File: src/rtl/wsfr_pkg.sv
// Shared types, codes and helper functions of the WebSocket frame receiver.
`default_nettype none

package wsfr_pkg;

    localparam logic [3:0] OP_CONT   = 4'd0;
    localparam logic [3:0] OP_TEXT   = 4'd1;
    localparam logic [3:0] OP_BINARY = 4'd2;
    localparam logic [3:0] OP_CLOSE  = 4'd8;
    localparam logic [3:0] OP_PING   = 4'd9;
    localparam logic [3:0] OP_PONG   = 4'd10;

    localparam logic [2:0] KIND_TEXT   = 3'd0;
    localparam logic [2:0] KIND_BINARY = 3'd1;
    localparam logic [2:0] KIND_PING   = 3'd2;
    localparam logic [2:0] KIND_PONG   = 3'd3;
    localparam logic [2:0] KIND_CLOSE  = 3'd4;

    localparam logic [1:0] FRAG_NONE   = 2'd0;
    localparam logic [1:0] FRAG_TEXT   = 2'd1;
    localparam logic [1:0] FRAG_BINARY = 2'd2;

    localparam logic [6:0] LEN_EXT16    = 7'd126;
    localparam logic [6:0] LEN_EXT64    = 7'd127;
    localparam logic [6:0] MAX_CTRL_LEN = 7'd125;

    localparam logic [15:0] CLOSE_NORMAL   = 16'd1000;
    localparam logic [15:0] CLOSE_PROTOCOL = 16'd1002;
    localparam logic [15:0] CLOSE_TOO_BIG  = 16'd1009;

    localparam int QUEUE_DEPTH = 4;
    localparam int QUEUE_PTR_W = $clog2(QUEUE_DEPTH);
    localparam int QUEUE_CNT_W = QUEUE_PTR_W + 1;

    typedef struct packed {
        logic [2:0]  kind;
        logic [7:0]  data_byte;
        logic        has_data;
        logic        frame_last;
        logic        message_last;
        logic        close_event;
        logic [15:0] close_code;
        logic        close_local;
        logic        run_last;
    } result_t;

    function automatic logic [2:0] frame_kind(input logic [3:0] opcode,
                                              input logic [1:0] frag);
        logic [2:0] k;
        case (opcode)
            OP_TEXT:   k = KIND_TEXT;
            OP_BINARY: k = KIND_BINARY;
            OP_PING:   k = KIND_PING;
            OP_PONG:   k = KIND_PONG;
            OP_CLOSE:  k = KIND_CLOSE;
            default:   k = (frag == FRAG_TEXT) ? KIND_TEXT : KIND_BINARY;
        endcase
        return k;
    endfunction

    function automatic result_t local_close(input logic [15:0] code);
        result_t r;
        r = '0;
        r.kind        = KIND_CLOSE;
        r.close_event = 1'b1;
        r.close_code  = code;
        r.close_local = 1'b1;
        return r;
    endfunction

endpackage

`default_nettype wire

File: src/rtl/wsfr_parser.sv
// Frame header parser, payload unmasker and link state of the receiver.
`default_nettype none

module wsfr_parser (
    input  wire logic              aclk,
    input  wire logic              aresetn,
    input  wire logic              cfg_we,
    input  wire logic              cfg_wdata,
    input  wire logic              in_accept,
    input  wire logic              in_func,
    input  wire logic [7:0]        in_byte,
    output wsfr_pkg::result_t      res0,
    output wsfr_pkg::result_t      res1,
    output logic [1:0]             res_count
);

    localparam logic [2:0] PH_HDR1 = 3'd0;
    localparam logic [2:0] PH_HDR2 = 3'd1;
    localparam logic [2:0] PH_LEN1 = 3'd2;
    localparam logic [2:0] PH_LEN0 = 3'd3;
    localparam logic [2:0] PH_KEY  = 3'd4;
    localparam logic [2:0] PH_DATA = 3'd5;

    logic        use_mask_reg;
    logic        link_open_reg, link_open_next;
    logic [2:0]  phase_reg, phase_next;
    logic [7:0]  hdr_reg, hdr_next;
    logic [3:0]  opcode_reg, opcode_next;
    logic        fin_reg, fin_next;
    logic        masked_reg, masked_next;
    logic [15:0] plen_reg, plen_next;
    logic [15:0] bcnt_reg, bcnt_next;
    logic [31:0] key_reg, key_next;
    logic [1:0]  frag_reg, frag_next;
    logic [15:0] acc_reg, acc_next;

    logic        h_fin, h_m, h_known, h_valid;
    logic [2:0]  h_rsv;
    logic [3:0]  h_op;
    logic [6:0]  h_len;
    logic [15:0] bcnt_inc;
    logic [7:0]  d;
    logic        last;
    logic        do_after_len, do_start, do_finish;

    always_comb begin
        h_fin   = hdr_reg[7];
        h_rsv   = hdr_reg[6:4];
        h_op    = hdr_reg[3:0];
        h_m     = in_byte[7];
        h_len   = in_byte[6:0];
        h_known = h_op inside {wsfr_pkg::OP_CONT, wsfr_pkg::OP_TEXT, wsfr_pkg::OP_BINARY,
                               wsfr_pkg::OP_CLOSE, wsfr_pkg::OP_PING, wsfr_pkg::OP_PONG};
        h_valid = (h_rsv == 3'd0) && h_known &&
                  (!h_op[3] || (h_fin && h_len <= wsfr_pkg::MAX_CTRL_LEN));
        bcnt_inc = bcnt_reg + 16'd1;
        d = in_byte ^ (masked_reg ? key_reg[8 * (3 - bcnt_reg[1:0]) +: 8] : 8'd0);
        last = ({1'b0, bcnt_reg} + 17'd1) == {1'b0, plen_reg};
    end

    always_comb begin
        link_open_next = link_open_reg;
        phase_next     = phase_reg;
        hdr_next       = hdr_reg;
        opcode_next    = opcode_reg;
        fin_next       = fin_reg;
        masked_next    = masked_reg;
        plen_next      = plen_reg;
        bcnt_next      = bcnt_reg;
        key_next       = key_reg;
        frag_next      = frag_reg;
        acc_next       = acc_reg;
        res0           = '0;
        res1           = '0;
        res_count      = 2'd0;
        do_after_len   = 1'b0;
        do_start       = 1'b0;
        do_finish      = 1'b0;

        if (in_accept && in_func) begin
            link_open_next = 1'b1;
            phase_next     = PH_HDR1;
            frag_next      = wsfr_pkg::FRAG_NONE;
            bcnt_next      = 16'd0;
            acc_next       = wsfr_pkg::CLOSE_NORMAL;
        end else if (in_accept && link_open_reg) begin
            case (phase_reg)
                PH_HDR1: begin
                    hdr_next   = in_byte;
                    phase_next = PH_HDR2;
                end
                PH_HDR2: begin
                    if (!h_valid || h_m == use_mask_reg ||
                        ((h_op == wsfr_pkg::OP_TEXT || h_op == wsfr_pkg::OP_BINARY) &&
                         frag_reg != wsfr_pkg::FRAG_NONE && h_len != wsfr_pkg::LEN_EXT64) ||
                        (h_op == wsfr_pkg::OP_CONT && frag_reg == wsfr_pkg::FRAG_NONE &&
                         h_len != wsfr_pkg::LEN_EXT64)) begin
                        res0 = wsfr_pkg::local_close(wsfr_pkg::CLOSE_PROTOCOL);
                        res_count = 2'd1;
                        link_open_next = 1'b0;
                        phase_next = PH_HDR1;
                    end else if (h_len == wsfr_pkg::LEN_EXT64) begin
                        res0 = wsfr_pkg::local_close(wsfr_pkg::CLOSE_TOO_BIG);
                        res_count = 2'd1;
                        link_open_next = 1'b0;
                        phase_next = PH_HDR1;
                    end else begin
                        opcode_next = h_op;
                        fin_next    = h_fin;
                        masked_next = h_m;
                        if ((h_op == wsfr_pkg::OP_TEXT || h_op == wsfr_pkg::OP_BINARY) &&
                            !h_fin) begin
                            frag_next = h_op[1:0];
                        end
                        acc_next  = wsfr_pkg::CLOSE_NORMAL;
                        bcnt_next = 16'd0;
                        key_next  = 32'd0;
                        if (h_len == wsfr_pkg::LEN_EXT16) begin
                            plen_next  = 16'd0;
                            phase_next = PH_LEN1;
                        end else begin
                            plen_next    = {9'd0, h_len};
                            do_after_len = 1'b1;
                        end
                    end
                end
                PH_LEN1: begin
                    plen_next  = {in_byte, 8'd0};
                    phase_next = PH_LEN0;
                end
                PH_LEN0: begin
                    plen_next    = {plen_reg[15:8], in_byte};
                    do_after_len = 1'b1;
                end
                PH_KEY: begin
                    key_next  = {key_reg[23:0], in_byte};
                    bcnt_next = bcnt_inc;
                    if (bcnt_inc >= 16'd4) begin
                        do_start = 1'b1;
                    end
                end
                PH_DATA: begin
                    bcnt_next = bcnt_inc;
                    if (opcode_reg == wsfr_pkg::OP_CLOSE) begin
                        if (bcnt_reg < 16'd2) begin
                            if (plen_reg >= 16'd2) begin
                                if (bcnt_reg == 16'd0) begin
                                    acc_next = {d, 8'd0};
                                end else begin
                                    acc_next = {acc_reg[15:8], acc_reg[7:0] | d};
                                end
                            end
                        end else begin
                            res0.kind      = wsfr_pkg::KIND_CLOSE;
                            res0.data_byte = d;
                            res0.has_data  = 1'b1;
                            res_count      = 2'd1;
                        end
                        do_finish = last;
                    end else begin
                        res0.kind         = wsfr_pkg::frame_kind(opcode_reg, frag_reg);
                        res0.data_byte    = d;
                        res0.has_data     = 1'b1;
                        res0.frame_last   = last;
                        res0.message_last = last && (opcode_reg[3] || fin_reg);
                        res_count         = 2'd1;
                        if (last) begin
                            if (opcode_reg == wsfr_pkg::OP_CONT && fin_reg) begin
                                frag_next = wsfr_pkg::FRAG_NONE;
                            end
                            phase_next = PH_HDR1;
                        end
                    end
                end
                default: begin
                    phase_next = PH_HDR1;
                end
            endcase

            if (do_after_len) begin
                if (masked_next) begin
                    phase_next = PH_KEY;
                    bcnt_next  = 16'd0;
                    key_next   = 32'd0;
                end else begin
                    do_start = 1'b1;
                end
            end
            if (do_start) begin
                bcnt_next = 16'd0;
                if (plen_next == 16'd0) begin
                    do_finish = 1'b1;
                end else begin
                    phase_next = PH_DATA;
                end
            end
            if (do_finish) begin
                res1 = '0;
                res1.frame_last   = 1'b1;
                res1.message_last = 1'b1;
                if (opcode_next == wsfr_pkg::OP_CLOSE) begin
                    res1.kind        = wsfr_pkg::KIND_CLOSE;
                    res1.close_event = 1'b1;
                    res1.close_code  = acc_next;
                    link_open_next   = 1'b0;
                end else begin
                    res1.kind         = wsfr_pkg::frame_kind(opcode_next, frag_next);
                    res1.message_last = opcode_next[3] || fin_next;
                    if (opcode_next == wsfr_pkg::OP_CONT && fin_next) begin
                        frag_next = wsfr_pkg::FRAG_NONE;
                    end
                end
                phase_next = PH_HDR1;
                if (res_count == 2'd0) begin
                    res0 = res1;
                    res1 = '0;
                    res_count = 2'd1;
                end else begin
                    res_count = 2'd2;
                end
            end
            if (res_count == 2'd2) begin
                res1.run_last = 1'b1;
            end else if (res_count == 2'd1) begin
                res0.run_last = 1'b1;
            end
        end
    end

    always_ff @(posedge aclk) begin
        if (!aresetn) begin
            use_mask_reg  <= 1'b1;
            link_open_reg <= 1'b0;
            phase_reg     <= PH_HDR1;
            hdr_reg       <= 8'd0;
            opcode_reg    <= wsfr_pkg::OP_CONT;
            fin_reg       <= 1'b0;
            masked_reg    <= 1'b0;
            plen_reg      <= 16'd0;
            bcnt_reg      <= 16'd0;
            key_reg       <= 32'd0;
            frag_reg      <= wsfr_pkg::FRAG_NONE;
            acc_reg       <= wsfr_pkg::CLOSE_NORMAL;
        end else begin
            if (cfg_we) begin
                use_mask_reg <= cfg_wdata;
            end
            link_open_reg <= link_open_next;
            phase_reg     <= phase_next;
            hdr_reg       <= hdr_next;
            opcode_reg    <= opcode_next;
            fin_reg       <= fin_next;
            masked_reg    <= masked_next;
            plen_reg      <= plen_next;
            bcnt_reg      <= bcnt_next;
            key_reg       <= key_next;
            frag_reg      <= frag_next;
            acc_reg       <= acc_next;
        end
    end

`ifndef SYNTHESIS
    a_two_only_close: assert property (@(posedge aclk) disable iff (!aresetn)
        res_count == 2'd2 |-> opcode_reg == wsfr_pkg::OP_CLOSE && phase_reg == PH_DATA)
        else $error("two results outside a close frame payload");
    a_closed_silent: assert property (@(posedge aclk) disable iff (!aresetn)
        in_accept && !in_func && !link_open_reg |-> res_count == 2'd0)
        else $error("result produced while the link is closed");
    a_local_close_drops: assert property (@(posedge aclk) disable iff (!aresetn)
        in_accept && res_count != 2'd0 && res0.close_event && res0.close_local
        |=> !link_open_reg && phase_reg == PH_HDR1)
        else $error("link still open after a local close");
`endif

endmodule

`default_nettype wire

File: src/rtl/wsfr_out_queue.sv
// Small result queue that takes up to two results per cycle and sends one while out_ready is high.
`default_nettype none

module wsfr_out_queue (
    input  wire logic              aclk,
    input  wire logic              aresetn,
    input  wire wsfr_pkg::result_t push0,
    input  wire wsfr_pkg::result_t push1,
    input  wire logic [1:0]        push_count,
    output logic                   room,
    output logic                   out_valid,
    input  wire logic              out_ready,
    output wsfr_pkg::result_t      out_data
);

    wsfr_pkg::result_t mem_reg [wsfr_pkg::QUEUE_DEPTH];

    logic [wsfr_pkg::QUEUE_PTR_W-1:0] wr_reg, wr_next;
    logic [wsfr_pkg::QUEUE_PTR_W-1:0] rd_reg, rd_next;
    logic [wsfr_pkg::QUEUE_PTR_W-1:0] wr_plus1;
    logic [wsfr_pkg::QUEUE_CNT_W-1:0] cnt_reg, cnt_next;
    logic                             pop;

    always_comb begin
        pop       = out_valid && out_ready;
        wr_plus1  = wsfr_pkg::QUEUE_PTR_W'(wr_reg + 1'b1);
        wr_next   = wsfr_pkg::QUEUE_PTR_W'(wr_reg + push_count);
        rd_next   = pop ? wsfr_pkg::QUEUE_PTR_W'(rd_reg + 1'b1) : rd_reg;
        cnt_next  = wsfr_pkg::QUEUE_CNT_W'(cnt_reg + push_count - {1'b0, pop});
        room      = cnt_reg <= wsfr_pkg::QUEUE_CNT_W'(wsfr_pkg::QUEUE_DEPTH - 2);
        out_valid = cnt_reg != '0;
        out_data  = mem_reg[rd_reg];
    end

    always_ff @(posedge aclk) begin
        if (push_count != 2'd0) begin
            mem_reg[wr_reg] <= push0;
        end
        if (push_count == 2'd2) begin
            mem_reg[wr_plus1] <= push1;
        end
    end

    always_ff @(posedge aclk) begin
        if (!aresetn) begin
            wr_reg  <= '0;
            rd_reg  <= '0;
            cnt_reg <= '0;
        end else begin
            wr_reg  <= wr_next;
            rd_reg  <= rd_next;
            cnt_reg <= cnt_next;
        end
    end

endmodule

`default_nettype wire

File: src/rtl/websocket_frame_receiver_unit.sv
// Top level of the WebSocket frame receiver with its stream ports.
`default_nettype none

// Takes one received connection byte per cycle and emits unmasked payload bytes
// tagged by message kind, frame and message end markers, and close events with
// their status code. A request is accepted in every cycle while the four-entry
// result queue has at least two free slots, so the sustained rate is one byte
// per cycle; the last payload byte of a close frame with at least three payload
// bytes yields two results, which the output side sends one after the other.
// A result is registered in the result queue before it is visible on the output.
module websocket_frame_receiver_unit (
    input  wire logic        aclk,
    input  wire logic        aresetn,
    input  wire logic        cfg_we,
    input  wire logic        cfg_wdata,     // use_mask
    input  wire logic        s_tvalid,
    output logic             s_tready,
    input  wire logic [7:0]  s_tdata,       // in_byte[7:0]
    input  wire logic [0:0]  s_tuser,       // func[0]
    output logic             m_tvalid,
    input  wire logic        m_tready,
    output logic [31:0]      m_tdata,       // data_byte[7:0], has_data[8], frame_last[9],
                                            // message_last[10], close_event[11],
                                            // close_code[27:12], close_local[28], zero[31:29]
    output logic [2:0]       m_tuser,       // kind[2:0]
    output logic             m_tlast        // run_last
);

    wsfr_pkg::result_t res0, res1, head;
    logic [1:0]        res_count;
    logic              room;

    assign s_tready = room;

    wsfr_parser u_parser (
        .aclk      (aclk),
        .aresetn   (aresetn),
        .cfg_we    (cfg_we),
        .cfg_wdata (cfg_wdata),
        .in_accept (s_tvalid && room),
        .in_func   (s_tuser[0]),
        .in_byte   (s_tdata),
        .res0      (res0),
        .res1      (res1),
        .res_count (res_count)
    );

    wsfr_out_queue u_queue (
        .aclk       (aclk),
        .aresetn    (aresetn),
        .push0      (res0),
        .push1      (res1),
        .push_count (res_count),
        .room       (room),
        .out_valid  (m_tvalid),
        .out_ready  (m_tready),
        .out_data   (head)
    );

    assign m_tdata = {3'd0, head.close_local, head.close_code, head.close_event,
                      head.message_last, head.frame_last, head.has_data, head.data_byte};
    assign m_tuser = head.kind;
    assign m_tlast = head.run_last;

endmodule

`default_nettype wire
File: config.mk
export PLATFORM = sky130hd
export DESIGN_NAME = websocket_frame_receiver_unit
export DESIGN_NICKNAME = d
export VERILOG_FILES = /design/src/rtl/wsfr_pkg.sv /design/src/rtl/wsfr_parser.sv /design/src/rtl/wsfr_out_queue.sv /design/src/rtl/websocket_frame_receiver_unit.sv
export SDC_FILE = /design/constraint.sdc
export NUM_CORES = 1
export LEC_CHECK = 0
export BUFFER_PORTS_ARGS = -buffer_cell sky130_fd_sc_hd__buf_2
export CORE_ASPECT_RATIO = 0.5
export CORE_UTILIZATION = 63
export DETAILED_ROUTE_END_ITERATION = 8
export GPL_TIMING_DRIVEN = 0
export HOLD_SLACK_MARGIN = 0.03
export PLACE_DENSITY = 0.81
export SLEW_MARGIN = 30
export SYNTH_ARGS = -nofsm -noshare
export SYNTH_HDL_FRONTEND = slang
export SYNTH_HIERARCHICAL = 1
export SYNTH_SLANG_ARGS = --single-unit
File: constraint.sdc
create_clock -name aclk -period 8.6 [get_ports aclk]
set_input_delay 0.86 -clock aclk [delete_from_list [all_inputs] [get_ports aclk]]
set_output_delay 0.86 -clock aclk [all_outputs]
set_load 0.005 [all_outputs]
==> results.sh <==
export IMPL_grt_start_max_net_pins=19
export IMPL_antenna_cells=0
export IMPL_required_ns=8.86
export IMPL_ant_nets=0
export IMPL_synth_xor_xnor_area_share=0.0277
export IMPL_ctsHoldBuffers=0
export IMPL_syn_cell_area_um2=13600
export IMPL_first_global_vias=10800
export IMPL_finalHoldViolCount=0
export IMPL_cts_buffers=23
export IMPL_power_density_nw_per_um2=184
export IMPL_clkSlewWorstSetupHoldPaths_ns=0.07
export IMPL_p_leak_nw=5.67
export IMPL_layoutNonFillerInstCount=1667
export IMPL_start_kind="register"
export IMPL_firstDrtPassIters=5
export IMPL_drt_total_wl_um=39100
export IMPL_hold_slack_ns=0.463
export IMPL_fin_ws_ns=2.95
export IMPL_cts_htree_levels=1
export IMPL_dpl_cell_area_um2=14500
export IMPL_skew_ns=0.0165
export IMPL_postCtsSetupBuffers=0
export IMPL_fillCellCount=1411
export IMPL_synth_simple_area_share=0.154
export IMPL_synth_distinct_cells=86
export IMPL_outcome="finished, final reports clean"
export IMPL_ios=53
export IMPL_yosysSeqAreaShare=0.452
export IMPL_synth_top_family_by_area="multiplexers"
export IMPL_dieArea_um2=22300
export IMPL_report_final_slew_viol_count=0
export IMPL_cts_resized=0
export IMPL_grt_usage=0.355
export IMPL_relSlewSlack=0.282
export IMPL_pre_cts_slack_ns=3.06
export IMPL_overflow=0
export IMPL_port_buffer_count=41
export IMPL_avgSynthCellArea_um2=10.7
export IMPL_layout_commonest_cell="nor2_1"
export IMPL_place_gp_congestion=0.974
export IMPL_drt_iter0_drc=1414
export IMPL_power_combinational_fraction=0.149
export IMPL_peakVddDrop_mv=0.145
export IMPL_coreArea_um2=20900
export IMPL_seqPwrFrac=0.441
export IMPL_cts_root_buffer_cell="clkbuf_16"
export IMPL_dieHeight_um=106
export IMPL_post_drt_wl_per_cell_um=23.5
export IMPL_internal_power_mw=2.10
export IMPL_drc=0
export IMPL_design_area_um2=15300
export IMPL_synth_flop_cell="edfxtp_1"
export IMPL_mostFrequentLayoutCells="nor2_1, edfxtp_1, mux2_2"
export IMPL_max_freq_mhz=177
export IMPL_pwr_share_clk=0.410
export IMPL_die_x_um=210
export IMPL_yosys_register_bits=242
export IMPL_yosys_warnings=6
export IMPL_synth_async_reset_ratio=0
export IMPL_tightest_slew_ns=1.07
export IMPL_swShare=0.254
export IMPL_worstPathArrival_ns=5.91
export IMPL_grt_setup_unrepaired="false"
export IMPL_cts_tree="done"
export IMPL_antenna_found_initial=0
export IMPL_synth_adder_area_share=0.00789
export IMPL_criticalPathCategory="reg -> reg"
export IMPL_clock_latency_ns=0.55
export IMPL_dr_total_vias=11000
export IMPL_synth_cells=1272
export IMPL_hold_class="reg -> reg"
export IMPL_synth_edf_count=132
export IMPL_dp_hpwl_um=27200
export IMPL_synth_compound_area_frac=0.117
export IMPL_initial_core_util=0.653
export IMPL_post_route_cells_drive_above_1_share=0.251
export IMPL_setup_tns_final_ns=0
export IMPL_grt_pass1_wl_um=61200
export IMPL_period_minus_slack_ns=5.65
export IMPL_vias_per_cell=6.61
export IMPL_setup_violations=0
export IMPL_placed_cells=1625
export IMPL_period_share=0.657
export IMPL_synth_area_mux_share=0.187
export IMPL_drv_cap=0
export IMPL_area_growth_pct=12.4
export IMPL_p_sw_mw=0.718
export IMPL_worstPathMaxFanout=17
export IMPL_cts_path_max_buffers=3
export IMPL_nets=1381
export IMPL_rows=37
export IMPL_largest_reg_flops=132
export IMPL_crit_path_end_kind="register"
export IMPL_cts_sinks=242
[area by class of cell]
type                    count  area, um^2  area share
multi-input cells         903        6850       0.447
flip-flops and latches    242        6170       0.402
clock buffers              30         674      0.0440
plain buffers             117         634      0.0414
well taps                 292         365      0.0238
repair buffers             48         360      0.0235
clock inverters            12         190      0.0124
inverters                  23        86.3     0.00563
[through the flow]
| step | power [mW] | utilization |
|---|---|---|
| floorplan | 1.54 | - |
| global placement | 1.68 | 0.683 |
| detailed placement | 1.68 | 0.692 |
| CTS | 2.82 | 0.734 |
| global route | 2.90 | 0.734 |
| finish | 2.82 | 0.734 |
[worst max-delay path, stage by stage (launching register included)]
cell and delay, ns:
dfxtp_1 0.56, ha_1 0.21, buf_2 0.20, nand3_1 0.35, nor4_4 0.56, nor3b_1 0.11
or4b_1 0.59, nor4_2 0.41, and3_4 0.29, or2_2 0.15, ha_1 0.14, and2_1 0.27
buf_4 0.16, buf_2 0.18, and4bb_2 0.25, buf_6 0.15, buf_6 0.19, o21bai_4 0.21
buf_16 0.21, buf_16 0.18
[cells by family after synthesis]
group / after synthesis
AOI/OAI and AO/OA: 230
xor gates and xnor gates: 40
adders and majority gates: 8
buffers and inverters: 140
DFF: 242
muxes: 187
other: 2
and+or+nand+nor: 423
[synth_stat cells (3+ instances only)]
cell type / count / area (um^2)
a211oi_1: 11 / 82.6
a21o_1: 8 / 60.1
a21oi_1: 53 / 265
a22oi_1: 51 / 383
a31oi_1: 14 / 87.6
a32oi_1: 6 / 52.6
and2_1: 9 / 56.3
and3_1: 15 / 93.8
buf_1: 5 / 18.8
buf_2: 21 / 105
buf_4: 19 / 143
buf_6: 13 / 146
clkbuf_1: 59 / 221
dfxtp_1: 110 / 2200
edfxtp_1: 132 / 3960
ha_1: 7 / 87.6
inv_1: 22 / 82.6
mux2_2: 131 / 1480
mux2i_1: 12 / 120
mux4_2: 41 / 923
nand2_1: 80 / 300
nand2b_1: 15 / 93.8
nand3_1: 35 / 175
nand4_1: 14 / 87.6
nand4b_1: 4 / 35.0
nor2_1: 161 / 604
nor2b_1: 7 / 43.8
nor3_1: 23 / 115
nor3b_1: 7 / 52.6
nor4_1: 17 / 106
nor4b_1: 4 / 35.0
o211ai_1: 8 / 60.1
o21ai_0: 31 / 155
o21bai_1: 3 / 22.5
o22ai_1: 3 / 18.8
o31ai_1: 10 / 75.1
or2_2: 4 / 25.0
or3_1: 4 / 25.0
or4_1: 5 / 37.5
xnor2_1: 21 / 184
xor2_1: 17 / 149
[layer usage]
metal	global-route usage	vias up	part of all wire
met3	0.0688	102	0.10
met5	0	-	0
met2	0.565	674	0.46
met4	0.119	0	0.029
li1	-	4913	-
met1	0.491	5325	0.41
[power groups by stage]
stage          sequential [mW]  combinational (mW)  clock (mW)
4_1_cts                   1.24               0.418        1.16
6_report                  1.24               0.421        1.16
3_3_place_gp              1.27               0.408           0
5_1_grt                   1.25               0.453        1.20
3_5_place_dp              1.27               0.416           0
2_1_floorplan             1.26               0.279           0
[final timing paths]
kind	from	to	slack, ns	cells after the start
max	u_parser/bcnt_reg[1]	u_queue/mem_reg[2][17]	2.95	19
min	u_parser/hdr_reg[5]	u_parser/hdr_reg[5]	0.46	2
max reg2reg	u_parser/bcnt_reg[1]	u_queue/mem_reg[2][17]	2.95	19
min reg2reg	u_parser/hdr_reg[5]	u_parser/hdr_reg[5]	0.46	2
No activity file was read; power rests on OpenSTA's default activity.
